### src/bpu_pkg.sv
// Shared types and constants of the BMP pixel unpacker.
// Used by every other file of the block; depends on nothing.
`default_nettype none

package bpu_pkg;

  localparam int DIM_W     = 13;  // width of the image width/height registers
  localparam int CFG_IDX_W = 2;
  localparam int CFG_DAT_W = 13;
  localparam int COORD_W   = 12;
  localparam int COLOR_W   = 24;
  localparam int PAL_AW    = 8;
  localparam int PAL_DEPTH = 256;

  localparam logic [CFG_IDX_W-1:0] CFG_IDX_DEPTH  = 2'd0;
  localparam logic [CFG_IDX_W-1:0] CFG_IDX_WIDTH  = 2'd1;
  localparam logic [CFG_IDX_W-1:0] CFG_IDX_HEIGHT = 2'd2;

  localparam logic MODE_PALETTE = 1'b0;
  localparam logic MODE_PIXEL   = 1'b1;

  typedef enum logic [1:0] {
    DEPTH_1BIT  = 2'd0,
    DEPTH_4BIT  = 2'd1,
    DEPTH_8BIT  = 2'd2,
    DEPTH_24BIT = 2'd3
  } depth_t;

  typedef struct packed {
    depth_t             depth;
    logic [DIM_W-1:0]   width;
    logic [DIM_W-1:0]   height;
  } cfg_t;

  typedef struct packed {
    logic                we;
    logic [PAL_AW-1:0]   addr;
    logic [COLOR_W-1:0]  data;
  } pal_wr_t;

  // One pixel on its way from the unpacker to the output stage
  typedef struct packed {
    logic                valid;
    logic                use_table;
    logic [PAL_AW-1:0]   addr;
    logic [COLOR_W-1:0]  rgb;
    logic [COORD_W-1:0]  x;
    logic [COORD_W-1:0]  y;
    logic                last_of_run;
    logic                last_of_image;
  } pix_desc_t;

endpackage

`default_nettype wire

### src/bpu_if.sv
// Valid/ready channel interfaces of the BMP pixel unpacker.
// Depends on bpu_pkg for field widths.
`default_nettype none

interface bpu_in_if;
  logic                          valid;
  logic                          ready;
  logic                          mode;
  logic [bpu_pkg::PAL_AW-1:0]    palette_index;
  logic [bpu_pkg::COLOR_W-1:0]   palette_color;
  logic [7:0]                    data_byte;

  modport source (output valid, mode, palette_index, palette_color, data_byte,
                  input ready);
  modport sink   (input valid, mode, palette_index, palette_color, data_byte,
                  output ready);
endinterface


`default_nettype wire

### src/bpu_unpack.sv
// Input register and pixel sequencer: splits each data byte into pixels,
// tracks column/row/padding and issues palette writes and reads.
// Depends on bpu_pkg and bpu_if.
`default_nettype none

module bpu_unpack #(
  parameter int MAX_WIDTH  = 4096,
  parameter int MAX_HEIGHT = 4096
) (
  input  wire logic                clk,
  input  wire logic                rst_n,
  bpu_in_if.sink                   in_ch,
  input  wire bpu_pkg::cfg_t       cfg,
  input  wire logic                adv,
  output bpu_pkg::pal_wr_t         pal_wr,
  output bpu_pkg::pix_desc_t       desc
);

  localparam int XW = $clog2(MAX_WIDTH);
  localparam int YW = $clog2(MAX_HEIGHT);
  localparam int WW = (bpu_pkg::DIM_W > XW + 1) ? bpu_pkg::DIM_W : XW + 1;
  localparam int HW = (bpu_pkg::DIM_W > YW + 1) ? bpu_pkg::DIM_W : YW + 1;

  // input register
  logic                           in_valid_r;
  logic                           mode_r;
  logic [bpu_pkg::PAL_AW-1:0]     pidx_r;
  logic [bpu_pkg::COLOR_W-1:0]    pcol_r;
  logic [7:0]                     byte_r;

  // position state
  logic [XW-1:0] col_r, col_nxt;
  logic [YW-1:0] row_r, row_nxt;
  logic [1:0]    phase_r, phase_nxt;
  logic [1:0]    pad_r, pad_nxt;
  logic [7:0]    held_blue_r, held_blue_nxt;
  logic [7:0]    held_green_r, held_green_nxt;
  logic [1:0]    triple_r, triple_nxt;
  logic [2:0]    sub_r, sub_nxt;

  logic [WW-1:0] w_lim, w_m1;
  logic [HW-1:0] h_lim, h_m1;
  logic          first;
  logic [XW-1:0] col_cur;
  logic [YW-1:0] row_cur;
  logic [1:0]    phase_cur;
  logic          row_end;
  logic          row_last;
  logic          emit;
  logic          last_pix;
  logic          consume;
  logic          in_acc;

  always_comb begin
    if (cfg.width == '0) begin
      w_lim = WW'(1);
    end else if (WW'(cfg.width) > WW'(MAX_WIDTH)) begin
      w_lim = WW'(MAX_WIDTH);
    end else begin
      w_lim = WW'(cfg.width);
    end
    if (cfg.height == '0) begin
      h_lim = HW'(1);
    end else if (HW'(cfg.height) > HW'(MAX_HEIGHT)) begin
      h_lim = HW'(MAX_HEIGHT);
    end else begin
      h_lim = HW'(cfg.height);
    end
    w_m1 = w_lim - WW'(1);
    h_m1 = h_lim - HW'(1);
  end

  // Clamp the position and count the byte only on its first pixel
  assign first     = (sub_r == 3'd0);
  assign col_cur   = (first && WW'(col_r) >= w_lim) ? '0 : col_r;
  assign row_cur   = (first && HW'(row_r) >= h_lim) ? '0 : row_r;
  assign phase_cur = first ? phase_r + 2'd1 : phase_r;
  assign row_end   = (WW'(col_cur) == w_m1);
  assign row_last  = (HW'(row_cur) == h_m1);
  assign emit      = (cfg.depth != bpu_pkg::DEPTH_24BIT) || triple_r[1];

  always_comb begin
    case (cfg.depth)
      bpu_pkg::DEPTH_1BIT: last_pix = row_end || (sub_r == 3'd7);
      bpu_pkg::DEPTH_4BIT: last_pix = row_end || sub_r[0];
      default:             last_pix = 1'b1;
    endcase
  end

  always_comb begin
    col_nxt        = col_r;
    row_nxt        = row_r;
    phase_nxt      = phase_r;
    pad_nxt        = pad_r;
    held_blue_nxt  = held_blue_r;
    held_green_nxt = held_green_r;
    triple_nxt     = triple_r;
    sub_nxt        = sub_r;
    consume        = 1'b0;
    pal_wr         = '0;
    desc           = '0;

    desc.x             = bpu_pkg::COORD_W'(col_cur);
    desc.y             = bpu_pkg::COORD_W'(h_m1 - HW'(row_cur));
    desc.last_of_run   = last_pix;
    desc.last_of_image = row_end && row_last;
    desc.rgb           = {byte_r, held_green_r, held_blue_r};
    case (cfg.depth)
      bpu_pkg::DEPTH_1BIT: desc.addr = {7'd0, byte_r[~sub_r]};
      bpu_pkg::DEPTH_4BIT: desc.addr = sub_r[0] ? {4'd0, byte_r[3:0]}
                                                : {4'd0, byte_r[7:4]};
      default:             desc.addr = byte_r;
    endcase
    desc.use_table = (cfg.depth != bpu_pkg::DEPTH_24BIT);

    if (in_valid_r) begin
      if (mode_r == bpu_pkg::MODE_PALETTE) begin
        pal_wr.we   = 1'b1;
        pal_wr.addr = pidx_r;
        pal_wr.data = pcol_r;
        consume     = 1'b1;
      end else if (pad_r != 2'd0) begin
        pad_nxt = pad_r - 2'd1;
        consume = 1'b1;
      end else if (!emit) begin
        // first or second byte of a BGR triple: hold it
        col_nxt   = col_cur;
        row_nxt   = row_cur;
        phase_nxt = phase_cur;
        consume   = 1'b1;
        if (triple_r == 2'd0) begin
          held_blue_nxt = byte_r;
          triple_nxt    = 2'd1;
        end else begin
          held_green_nxt = byte_r;
          triple_nxt     = 2'd2;
        end
      end else if (adv) begin
        desc.valid = 1'b1;
        phase_nxt  = phase_cur;
        row_nxt    = row_cur;
        col_nxt    = col_cur + XW'(1);
        if (row_end) begin
          col_nxt   = '0;
          row_nxt   = row_last ? '0 : row_cur + YW'(1);
          pad_nxt   = 2'd0 - phase_cur;
          phase_nxt = 2'd0;
        end
        if (cfg.depth == bpu_pkg::DEPTH_24BIT) begin
          triple_nxt = 2'd0;
        end
        if (last_pix) begin
          sub_nxt = 3'd0;
          consume = 1'b1;
        end else begin
          sub_nxt = sub_r + 3'd1;
        end
      end
    end
  end

  assign in_ch.ready = !in_valid_r || consume;
  assign in_acc      = in_ch.valid && in_ch.ready;

  always_ff @(posedge clk) begin
    if (!rst_n) begin
      in_valid_r   <= 1'b0;
      col_r        <= '0;
      row_r        <= '0;
      phase_r      <= 2'd0;
      pad_r        <= 2'd0;
      held_blue_r  <= 8'd0;
      held_green_r <= 8'd0;
      triple_r     <= 2'd0;
      sub_r        <= 3'd0;
    end else begin
      if (in_acc) begin
        in_valid_r <= 1'b1;
      end else if (consume) begin
        in_valid_r <= 1'b0;
      end
      col_r        <= col_nxt;
      row_r        <= row_nxt;
      phase_r      <= phase_nxt;
      pad_r        <= pad_nxt;
      held_blue_r  <= held_blue_nxt;
      held_green_r <= held_green_nxt;
      triple_r     <= triple_nxt;
      sub_r        <= sub_nxt;
    end
  end

  always_ff @(posedge clk) begin
    if (in_acc) begin
      mode_r <= in_ch.mode;
      pidx_r <= in_ch.palette_index;
      pcol_r <= in_ch.palette_color;
      byte_r <= in_ch.data_byte;
    end
  end

endmodule

`default_nettype wire

### src/flat_wrapper.sv
// flat-port wrapper written by rule: the top's interface ports become plain ports
module bpu_unpack_flat 
#(
  parameter int MAX_WIDTH  = 4096,
  parameter int MAX_HEIGHT = 4096
)
  (clk, rst_n, cfg, adv, pal_wr, desc, in_ch_valid, in_ch_mode, in_ch_palette_index, in_ch_palette_color, in_ch_data_byte, in_ch_ready);
  bpu_in_if in_ch_i ();
  input  wire logic clk;
  input  wire logic rst_n;
  input  wire bpu_pkg::cfg_t cfg;
  input  wire logic adv;
  output bpu_pkg::pal_wr_t pal_wr;
  output bpu_pkg::pix_desc_t desc;
  input wire logic [$bits(in_ch_i.valid)-1:0] in_ch_valid;
  input wire logic [$bits(in_ch_i.mode)-1:0] in_ch_mode;
  input wire logic [$bits(in_ch_i.palette_index)-1:0] in_ch_palette_index;
  input wire logic [$bits(in_ch_i.palette_color)-1:0] in_ch_palette_color;
  input wire logic [$bits(in_ch_i.data_byte)-1:0] in_ch_data_byte;
  output wire logic [$bits(in_ch_i.ready)-1:0] in_ch_ready;
  assign in_ch_i.valid = in_ch_valid;
  assign in_ch_i.mode = in_ch_mode;
  assign in_ch_i.palette_index = in_ch_palette_index;
  assign in_ch_i.palette_color = in_ch_palette_color;
  assign in_ch_i.data_byte = in_ch_data_byte;
  assign in_ch_ready = in_ch_i.ready;
  bpu_unpack #(.MAX_WIDTH(MAX_WIDTH), .MAX_HEIGHT(MAX_HEIGHT)) u_core (.clk(clk), .rst_n(rst_n), .in_ch(in_ch_i), .cfg(cfg), .adv(adv), .pal_wr(pal_wr), .desc(desc));
endmodule
### config.mk
export PLATFORM = sky130hd
export DESIGN_NAME = bpu_unpack_flat
export DESIGN_NICKNAME = d
export VERILOG_FILES = /design/src/bpu_pkg.sv /design/src/bpu_if.sv /design/src/bpu_unpack.sv /design/src/flat_wrapper.sv
export SDC_FILE = /design/constraint.sdc
export NUM_CORES = 1
export LEC_CHECK = 0
export BUFFER_PORTS_ARGS = -buffer_cell sky130_fd_sc_hd__buf_2
export CORE_MARGIN = 1
export CORE_UTILIZATION = 59
export DETAILED_ROUTE_END_ITERATION = 6
export GPL_ROUTABILITY_DRIVEN = 0
export PLACE_DENSITY = 0.92
export RECOVER_POWER = 25
export SYNTH_ARGS = -nofsm -noshare
export SYNTH_HDL_FRONTEND = slang
export SYNTH_SLANG_ARGS = --single-unit
### constraint.sdc
create_clock -name clk -period 9.8 [get_ports clk]
set_input_delay 0.49 -clock clk [delete_from_list [all_inputs] [get_ports clk]]
set_output_delay 0.49 -clock clk [all_outputs]
set_load 0.02 [all_outputs]
==> reports/qor.csv, run 1 <==
stage,metric,value,unit
setup_path,Startpoint Class,input pin,
power_and_ir_drop,Lkg Pwr,3.18,nW
route,Initial DRC Count,641,
sta,crit path time final,6.43,ns
place,hpwl dp,12900,um
outcome,outcome,"finished, final reports clean",
sta,Fin Setup TNS,0,ns
synthesis,ys flop type,dfxtp_1,
layout,"commonest non-fill, non-tap cell in the layout",buf_2,
synthesis,Ys Warns,0,
global_routing,largest net degree at the start of global routing,42,
layout,Layout fillers,854,
sta,Worst Tran Pin Value,1.03,ns
layout,Multi-input gate area,0.00414,mm2
route,drt total wl,17300,um
cts,CTS sink count,91,
route,first-pass detailed-route iteration total,5,
global_routing,Total GRT Usage,0.302,
place,PortBufs,166,
route,post-route ant nets,0,
setup_path,Worst setup EP type,primary output,
layout,finished layout cell area,0.00771,mm2
cts,root buf cell,clkbuf_8,
die,Rows,38,
layout,register area,0.00223,mm2
sta,Final Skew,0.00794,ns
die,Die Wd,108,um
layout,Layout area overhead,16.8,%
synthesis,mapped cell area,0.00661,mm2
cts,CTS Buf Count,9,
synthesis,"FF+latch count, synth",91,
cts,post-CTS setup buffers,0,
cts,# hold bufs at CTS,0,
global_routing,first-pass GRT wire length,27700,um
sta,"Hold Vio Cnt, Final",0,
place,Area after DPL,0.00752,mm2
die,die area,0.0116,mm2
setup_path,CP arrival,5.94,ns
layout,final net count,1018,
route,DRC violations left,0,
cts,# H-tree levels,3,
global_routing,vias in the first global route,5812,
synthesis,syn_nets,870,
sta,Fmax,156,MHz
synthesis,"FFs w/ async S/R, synth",0,
sta,final worst path period share,0.656,
setup_path,CP max FO,24,
layout,most frequent cells in the layout,"buf_2 (151), nand2_1 (68), nor2_1 (63)",
sta,RSZ-0062 raised after global routing,no,
synthesis,Syn Area/Cell,8.76,um2
synthesis,post-synth cell types,84,
global_routing,grt total ovfl,0,
setup_path,CP required,9.31,ns
layout,share of layout cells above drive strength 1,0.230,
sta,Setup Viol. Count Final,0,
cts,Clock Path Buffers,2,
cts,"Gates resized, CTS repair",0,
job,MaxCap Viol Count,0,
route,number of vias per cell,6.15,
cts,CTS tree,done,
power_and_ir_drop,VDD IR max,0.000117,V
route,wire per inst,16.5,um
cts,"Clk Latency, worst-skew pair",0.36,ns
cts,"CTS clk-pin slew, worst paths",0.10,ns
min_path,worst hold-check path type,input pin to flop,
power_and_ir_drop,PwrDens,113,mW/mm2
sta,Rel. slew slack,0.309,
synthesis,sequential element share of the synthesized area,0.338,
route,vias,6442,
die,Die H,108,um
synthesis,Syn Inst Count,754,
sta,Max Slew Vio Count,0,
global_routing,initial antenna violation count,0,
synthesis,number of enable flip-flop cells after synthesis,41,
die,Ports,167,
setup_path,CP Class,input pin to primary output,
die,Core ar.,0.0109,mm2
layout,Antenna diodes,0,
die,Initial Utilization,0.607,
-- where the power goes --
part	total (W)	switching, W	internal, W
Combinational	0.000182	0.000114	0.0000675
Sequential	0.000417	0.00000660	0.000410
Clock	0.000274	0.000148	0.000125
Total	0.000872	0.000269	0.000603
-- metrics by stage --
stage | hold WS, ns | total power (W) | cells | setup WS (ns) | utilization
after detailed placement | 0.459 | 0.000604 | 1031 | 3.51 | 0.691
after CTS | 0.280 | 0.000873 | 1047 | 3.49 | 0.710
after global placement | 0.453 | 0.000600 | 1031 | 3.76 | 0.691
after global routing | 0.274 | 0.000905 | 1047 | 2.83 | 0.709
final | 0.294 | 0.000872 | 1047 | 3.37 | 0.709
after floorplan | 0.445 | 0.000544 | 754 | 3.52 | -
-- per-layer routing --
layer  wire, um  part of all wire  global-route usage  vias to the layer above
met5          0                 0                   0                        -
met4        224             0.013               0.108                        0
met3       1630             0.095              0.0515                       26
met2       8420              0.49               0.503                      343
met1       6980              0.40               0.394                     2990
li1           -                 -                   -                     3083
-- cells in the mapped netlist, types with 16 or more instances --
cell,count,area share
a21oi_1,33,0.025
and2_1,48,0.045
clkbuf_1,27,0.015
dfxtp_1,50,0.15
edfxtp_1,41,0.19
ha_1,42,0.080
inv_1,28,0.016
mux2i_1,19,0.029
nand2_1,68,0.039
nand2b_1,21,0.020
nand3_1,25,0.019
nand4_1,18,0.017
nor2_1,63,0.036
nor3_1,16,0.012
o21ai_0,27,0.020
xnor2_1,16,0.021
-- cell families (layout without fill, tap and decap cells) --
logic type	Yosys count	count (layout)	synth area share
simple gates	341	341	0.280
compound gates	167	167	0.185
flops	91	91	0.338
buf+inv	62	215	0.0377
fa+ha+maj	43	43	0.0826
xor+xnor	27	27	0.0358
mux	23	23	0.0407
-- state kept, by name (all words and copies together), names as in the netlist --
name	cells
u_core.pcol_r	24
u_core.col_r	12
u_core.row_r	12
u_core.byte_r	8
u_core.held_blue_r	8
u_core.held_green_r	8
u_core.pidx_r	8
u_core.sub_r	3
u_core.pad_r	2
u_core.phase_r	2
u_core.triple_r	2
u_core.in_valid_r	1
u_core.mode_r	1
-- cell type report --
type / instances / area share
Sequential cell: 91 / 0.289
Inverter: 28 / 0.0136
Multi-Input combinational cell: 601 / 0.537
Tap cell: 140 / 0.0227
Clock inverter: 7 / 0.0115
Clock buffer: 9 / 0.0161
Timing Repair Buffer: 171 / 0.110
-- final timing paths --
kind,end,from,slack (ns),cells after the start
worst max-delay path,desc[13],cfg[3],3.37,23
worst min-delay path,u_core.pcol_r[0],in_ch_palette_color[0],0.29,1
worst max register to register,u_core.row_r[10],u_core.row_r[0],5.18,14
worst min register to register,u_core.triple_r[1],u_core.triple_r[1],0.47,2
-- worst max-delay path, cell delays in order --
cell and delay [ns]:
buf_2 0.12, nor4_1 0.49, nand2b_1 0.20, nor3_1 0.21, nor2_1 0.06, nor2_1 0.23
ha_1 0.28, nand2b_1 0.14, a211o_1 0.29, a21oi_1 0.21, o21a_1 0.66, nand2_1 0.23
ha_1 0.37, nor2b_1 0.14, o21ai_0 0.20, a21boi_0 0.15, o21ai_0 0.21, a21boi_0 0.14
o21ai_0 0.28, a21oi_1 0.13, o41ai_1 0.36, xnor2_1 0.16, buf_2 0.17
Power figures use the tool's default switching activity.
==> inputs of run 2 (changes only) <==
--- a/config.mk
+++ b/config.mk
@@ -7,10 +7,10 @@
 export LEC_CHECK = 0
 export BUFFER_PORTS_ARGS = -buffer_cell sky130_fd_sc_hd__buf_2
 export CORE_MARGIN = 1
-export CORE_UTILIZATION = 59
+export CORE_UTILIZATION = 49
 export DETAILED_ROUTE_END_ITERATION = 6
 export GPL_ROUTABILITY_DRIVEN = 0
-export PLACE_DENSITY = 0.92
+export PLACE_DENSITY = 0.82
 export RECOVER_POWER = 25
 export SYNTH_ARGS = -nofsm -noshare
 export SYNTH_HDL_FRONTEND = slang
==> constraint.sdc (replaced) <==
create_clock -name clk -period 5.3 [get_ports clk]
set_input_delay 0.265 -clock clk [delete_from_list [all_inputs] [get_ports clk]]
set_output_delay 0.265 -clock clk [all_outputs]
set_load 0.02 [all_outputs]
==> run 2 against run 1 <==
  * Final area grew 2.8%
  * Cell count rose by 4.2%
  * Largest power group unchanged
  * Total power increased by 100%
  * Worst hold slack worse by 0.20 ns
  * Combinational power grew 88%
  * Non-clock buffer count rose by 8
  * Critical path type unchanged
  * Worst setup slack worse by 3.0 ns
  * Register-to-register slack worse by 3.9 ns
  * Flip-flop and latch count did not move
  * Global-route usage down 5.4 points
  * Critical endpoint is now desc[0]
==> reports/qor.csv, run 2 (same netlist as run 1, synthesis figures left out) <==
stage,metric,value,unit
outcome,outcome,"finished, final reports clean",
cts,CTS Buf Count,9,
setup_path,Worst setup EP type,primary output,
layout,biggest registers after layout,"u_core.pcol_r x24, u_core.col_r x12, u_core.row_r x12",
layout,register area,0.00223,mm2
power_and_ir_drop,VDD IR max,0.000219,V
sta,Fmax,203,MHz
layout,Top reg by flops,u_core.pcol_r,
power_and_ir_drop,Lkg Pwr,3.28,nW
global_routing,grt total ovfl,0,
setup_path,CP arrival,4.66,ns
layout,Multi-input gate area,0.00416,mm2
die,Core ar.,0.0132,mm2
route,drt total wl,17600,um
layout,most frequent cells in the layout,"buf_2 (151), nand2_1 (68), nor2_1 (63)",
die,Die H,118,um
sta,Max Slew Vio Count,0,
setup_path,crit path cell chain,"buf_2, nor4_2, nand2b_1, nor3_1, nor2_1, nor2_1, ha_1, nand2b_1, a211o_1, a21oi_2, o21a_1, buf_4, nand2_1, ha_1, nand4_1, nor4_1, nand3_1, buf_4, nor3_1, buf_2",
sta,Worst Tran Pin Value,0.983,ns
layout,finished layout cell area,0.00793,mm2
cts,"Gates resized, CTS repair",0,
layout,Layout fillers,1133,
route,Initial DRC Count,617,
power_and_ir_drop,PwrDens,221,mW/mm2
setup_path,Slowest Stage Delay on Critical Path,0.38,ns
die,die area,0.0140,mm2
setup_path,CP max FO,12,
sta,"Hold Vio Cnt, Final",0,
setup_path,CP required,5.04,ns
global_routing,first-pass GRT wire length,28500,um
route,wire per inst,16.2,um
die,Ports,167,
cts,"Clk Latency, worst-skew pair",0.34,ns
cts,"CTS clk-pin slew, worst paths",0.07,ns
global_routing,met2 usage,0.405,
sta,final worst path period share,0.929,
power_and_ir_drop,Tot Pwr,0.00175,W
cts,CTS sink count,91,
cts,CTS tree,done,
route,vias,6494,
layout,share of layout cells above drive strength 1,0.240,
layout,"commonest non-fill, non-tap cell in the layout",buf_2,
sta,Final Hold Slack,0.0929,ns
global_routing,Top Usage Layer GRT,met2,
place,PortBufs,166,
route,post-route ant nets,0,
place,hpwl dp,13300,um
sta,Final Skew,0.00663,ns
layout,Antenna diodes,0,
route,number of vias per cell,5.95,
route,DRC violations left,0,
setup_path,Crit-path slowest cell,nor4_1,
cts,# H-tree levels,3,
global_routing,Total GRT Usage,0.248,
layout,Layout area overhead,20.1,%
cts,# hold bufs at CTS,0,
layout,max FFs per register,24,
cts,root buf cell,clkbuf_16,
die,Rows,42,
die,Initial Utilization,0.501,
layout,final net count,1026,
route,first-pass detailed-route iteration total,6,
global_routing,largest net degree at the start of global routing,42,
sta,Fin Setup TNS,0,ns
job,MaxCap Viol Count,0,
cts,Clock Path Buffers,2,
place,placed cells,1075,
setup_path,Startpoint Class,input pin,
sta,RSZ-0062 raised after global routing,no,
layout,final std cells w/o fill,1091,
sta,Rel. slew slack,0.342,
die,Die Wd,118,um
cts,post-CTS setup buffers,0,
place,Area after DPL,0.00764,mm2
sta,Setup Viol. Count Final,0,
global_routing,vias in the first global route,6016,
min_path,worst hold-check path type,input pin to flop,
global_routing,initial antenna violation count,0,
global_routing,met1 Usage GRT,0.328,
sta,crit path time final,4.92,ns
global_routing,GRT met3 Usage,0.0518,
setup_path,CP Class,input pin to primary output,
## run 2: changes by cell type in the layout (fill, tap and decap cells not counted), sizes merged
cell / before / now
buf: 156 / 164
bufinv: 1 / 0
clkinv: 0 / 2
clkinvlp: 1 / 0
## run 2: final timing paths
path / start / slack (ns) / to / depth (start not counted)
min: in_ch_palette_color[11] / 0.09 / u_core.pcol_r[11] / 1
max: cfg[3] / 0.38 / desc[0] / 20
max reg2reg: u_core.row_r[0] / 1.32 / u_core.row_r[10] / 15
min reg2reg: u_core.triple_r[1] / 0.47 / u_core.triple_r[1] / 2
## run 2: final cells by class
| class | count | area share |
|---|---|---|
| Sequential cell | 91 | 0.281 |
| Inverter | 28 | 0.0132 |
| Clock buffer | 9 | 0.0284 |
| Tap cell | 176 | 0.0278 |
| Multi-Input combinational cell | 601 | 0.524 |
| Clock inverter | 7 | 0.00899 |
| Timing Repair Buffer | 179 | 0.116 |
## run 2: metal layers
| metal | part of all wire | up-vias |
|---|---|---|
| li1 | - | 3110 |
| met1 | 0.43 | 3028 |
| met2 | 0.47 | 327 |
| met3 | 0.087 | 29 |
| met4 | 0.017 | 0 |
| met5 | 0 | - |
## run 2: through the flow
stage	setup WS [ns]	util
floorplan	0.0745	-
global placement	0.344	0.579
detailed placement	0.0566	0.579
CTS	0.0228	0.602
global route	0.0451	0.601
finish	0.378	0.601
## run 2: critical path, delay by kind of cell
kind / cells / cell delay, ns
simple gates: 11 / 2.27
buf+inv: 4 / 0.79
compound gates: 3 / 0.67
fa+ha+maj: 2 / 0.64
## run 2: power by group
group | switching (W) | total, W | internal, W | leakage, nW
clock | 0.000305 | 0.000640 | 0.000335 | 0.148
combinational | 0.000214 | 0.000343 | 0.000130 | 2.33
sequential | 0.0000125 | 0.000771 | 0.000759 | 0.803
total | 0.000531 | 0.00175 | 0.00122 | 3.28
==> inputs of run 3 (changes only) <==
--- a/config.mk
+++ b/config.mk
@@ -7,10 +7,10 @@
 export LEC_CHECK = 0
 export BUFFER_PORTS_ARGS = -buffer_cell sky130_fd_sc_hd__buf_2
 export CORE_MARGIN = 1
-export CORE_UTILIZATION = 49
+export CORE_UTILIZATION = 54
 export DETAILED_ROUTE_END_ITERATION = 6
 export GPL_ROUTABILITY_DRIVEN = 0
-export PLACE_DENSITY = 0.82
+export PLACE_DENSITY = 0.86
 export RECOVER_POWER = 25
 export SYNTH_ARGS = -nofsm -noshare
 export SYNTH_HDL_FRONTEND = slang
==> constraint.sdc (replaced) <==
create_clock -name clk -period 5.1 [get_ports clk]
set_input_delay 0.255 -clock clk [delete_from_list [all_inputs] [get_ports clk]]
set_output_delay 0.255 -clock clk [all_outputs]
set_load 0.02 [all_outputs]
==> run 3 against run 2 <==
  * Die area fell by 9.1%
  * Global-route usage grew 2.7 points
  * First-iteration DRC count down 7.8%
  * Utilization grew 6.4 points
  * Via count fell by 1.8%
  * Sequential power rose by 4.0%
  * Combinational power up 4%
  * Worst setup slack got worse by 0.057 ns
  * Worst hold slack worse by 0.013 ns
  * Register-to-register slack got worse by 0.21 ns
  * Non-clock buffer count rose by 8
  * Largest cell class unchanged
  * Highest routed layer unchanged
==> reports/qor.csv, run 3 (same netlist as run 1, synthesis figures left out) <==
stage,metric,value,unit
setup_path,CP arrival,4.52,ns
sta,Worst Tran Pin Value,0.953,ns
sta,final worst path period share,0.937,
power_and_ir_drop,Net Switching,0.000523,W
die,die area,0.0127,mm2
setup_path,Reg2Reg Depth,16,
sta,"Hold Vio Cnt, Final",0,
layout,Antenna diodes,0,
route,number of vias per cell,5.96,
sta,crit path time final,4.78,ns
setup_path,CP Class,input pin to primary output,
layout,biggest registers after layout,"u_core.pcol_r x24, u_core.col_r x12, u_core.row_r x12",
setup_path,CP max FO,21,
layout,max FFs per register,24,
job,MaxCap Viol Count,0,
setup_path,Startpoint Class,input pin,
cts,# hold bufs at CTS,0,
global_routing,vias in the first global route,5824,
layout,"commonest non-fill, non-tap cell in the layout",buf_2,
power_and_ir_drop,register share of total power,0.438,
layout,Layout area overhead,20.5,%
layout,final std cells w/o fill,1070,
route,post-route ant nets,0,
die,Rows,40,
place,placed cells,1053,
global_routing,largest net degree at the start of global routing,42,
global_routing,grt total ovfl,0,
cts,CTS tree,done,
setup_path,FF-to-FF End,u_core.row_r[10],
setup_path,crit path from,cfg[3],
setup_path,CP required,4.85,ns
sta,RSZ-0062 raised after global routing,no,
global_routing,Total GRT Usage,0.275,
place,PortBufs,166,
cts,CTS Buf Count,9,
setup_path,Worst setup EP type,primary output,
cts,Clock Path Buffers,2,
place,Place WS,0.0997,ns
sta,Rel. slew slack,0.360,
route,first-pass detailed-route iteration total,5,
global_routing,initial antenna violation count,0,
cts,CTS sink count,91,
layout,Final Util,0.665,
cts,root buf cell,clkbuf_16,
cts,"CTS clk-pin slew, worst paths",0.07,ns
layout,most frequent cells in the layout,"buf_2 (148), nand2_1 (68), nor2_1 (63)",
sta,Setup Viol. Count Final,0,
power_and_ir_drop,Power Internal,0.00131,W
sta,Fin Setup TNS,0,ns
global_routing,first-pass GRT wire length,28100,um
power_and_ir_drop,Clock Power Share,0.367,
power_and_ir_drop,Comb pwr share,0.195,
setup_path,reg-to-reg setup timing slack,1.11,ns
layout,final net count,1034,
min_path,worst hold-check path type,input pin to flop,
power_and_ir_drop,Lkg Pwr,3.30,nW
cts,"Clk Latency, worst-skew pair",0.35,ns
sta,Setup WS post-layout,0.321,ns
place,hpwl dp,13100,um
layout,share of layout cells above drive strength 1,0.243,
die,Core ar.,0.0120,mm2
power_and_ir_drop,switching share of total power,0.286,
setup_path,R2R Path Start,u_core.row_r[0],
route,Initial DRC Count,569,
route,vias,6378,
die,Die Wd,113,um
route,wire per inst,16.3,um
sta,Max Slew Vio Count,0,
die,Die H,113,um
route,drt total wl,17400,um
layout,Top reg by flops,u_core.pcol_r,
power_and_ir_drop,PwrDens,230,mW/mm2
route,DRC violations left,0,
die,Initial Utilization,0.552,
cts,# H-tree levels,3,
sta,Final Skew,0.00480,ns
setup_path,Critical Path End,desc[0],
sta,Fmax,209,MHz
power_and_ir_drop,VDD IR max,0.000280,V
die,Ports,167,
outcome,outcome,"finished, final reports clean",
==> run 3: cell types whose count changed in the layout (fill, tap and decap cells not counted), moves of 2 or more <==
cell	delta
buf_2	-3
buf_4	+8
clkbuf_1	+3
clkinv_1	+2
clkinv_4	-2
inv_8	-3
==> run 3: how the worst min path moves through the flow <==
stage | end | start | cells past startpoint
floorplan | u_core.byte_r[0] | in_ch_data_byte[0] | 0
global placement | u_core.pidx_r[5] | in_ch_palette_index[5] | 1
detailed placement | u_core.byte_r[3] | in_ch_data_byte[3] | 1
CTS | u_core.byte_r[1] | in_ch_data_byte[1] | 1
global route | u_core.byte_r[1] | in_ch_data_byte[1] | 1
finish | u_core.byte_r[1] | in_ch_data_byte[1] | 1
==> run 3: what timing repair did <==
action,4_1_cts,5_1_grt
setup endpoints to repair,0,5
resized for setup,0,7
buffers inserted,0,1
==> run 3: layout make-up <==
type | count | area [um2]
Multi-Input combinational cell | 601 | 4160
Fill cell | 949 | 4000
Sequential cell | 91 | 2230
Timing Repair Buffer | 187 | 978
Clock buffer | 9 | 225
Tap cell | 147 | 184
Inverter | 28 | 105
Clock inverter | 7 | 73.8
==> run 3: through the flow <==
| stage | hold WS (ns) | power (W) | cell area (um2) |
|---|---|---|---|
| after CTS | 0.0724 | 0.00183 | 7950 |
| after global placement | 0.431 | 0.00116 | 7650 |
| after floorplan | 0.354 | 0.00105 | 6620 |
| after global routing | 0.0709 | 0.00190 | 7960 |
| final | 0.0797 | 0.00183 | 7960 |
| after detailed placement | 0.433 | 0.00117 | 7650 |
==> run 3: power by group through the flow <==
| stage | Combinational (W) | Clock (W) | Sequential [W] |
|---|---|---|---|
| floorplan | 0.000227 | 0 | 0.000819 |
| global placement | 0.000345 | 0 | 0.000817 |
| detailed placement | 0.000350 | 0 | 0.000818 |
| CTS | 0.000352 | 0.000679 | 0.000802 |
| global route | 0.000391 | 0.000706 | 0.000804 |
| finish | 0.000357 | 0.000673 | 0.000802 |
==> run 3: metal layers <==
metal / up-vias / routed length [um] / track usage
met1: 2933 / 7600 / 0.367
met3: 34 / 1380 / 0.0502
met2: 289 / 8100 / 0.451
met5: - / 0 / 0
met4: 0 / 344 / 0.0898
li1: 3122 / - / -
==> run 3: critical path: stages <==
cell	delay (ns)
buf_2	0.12
nor4_1	0.29
buf_4	0.17
nand2b_1	0.09
nor3_1	0.20
nor2_1	0.06
nor2_1	0.13
ha_1	0.24
nand2b_1	0.14
a211o_1	0.31
a21oi_2	0.18
o21a_1	0.16
buf_4	0.12
buf_4	0.23
nand2_1	0.14
ha_1	0.38
nand4_1	0.15
nor4_1	0.35
nand3_1	0.18
buf_4	0.22
nor3_1	0.18
buf_2	0.21
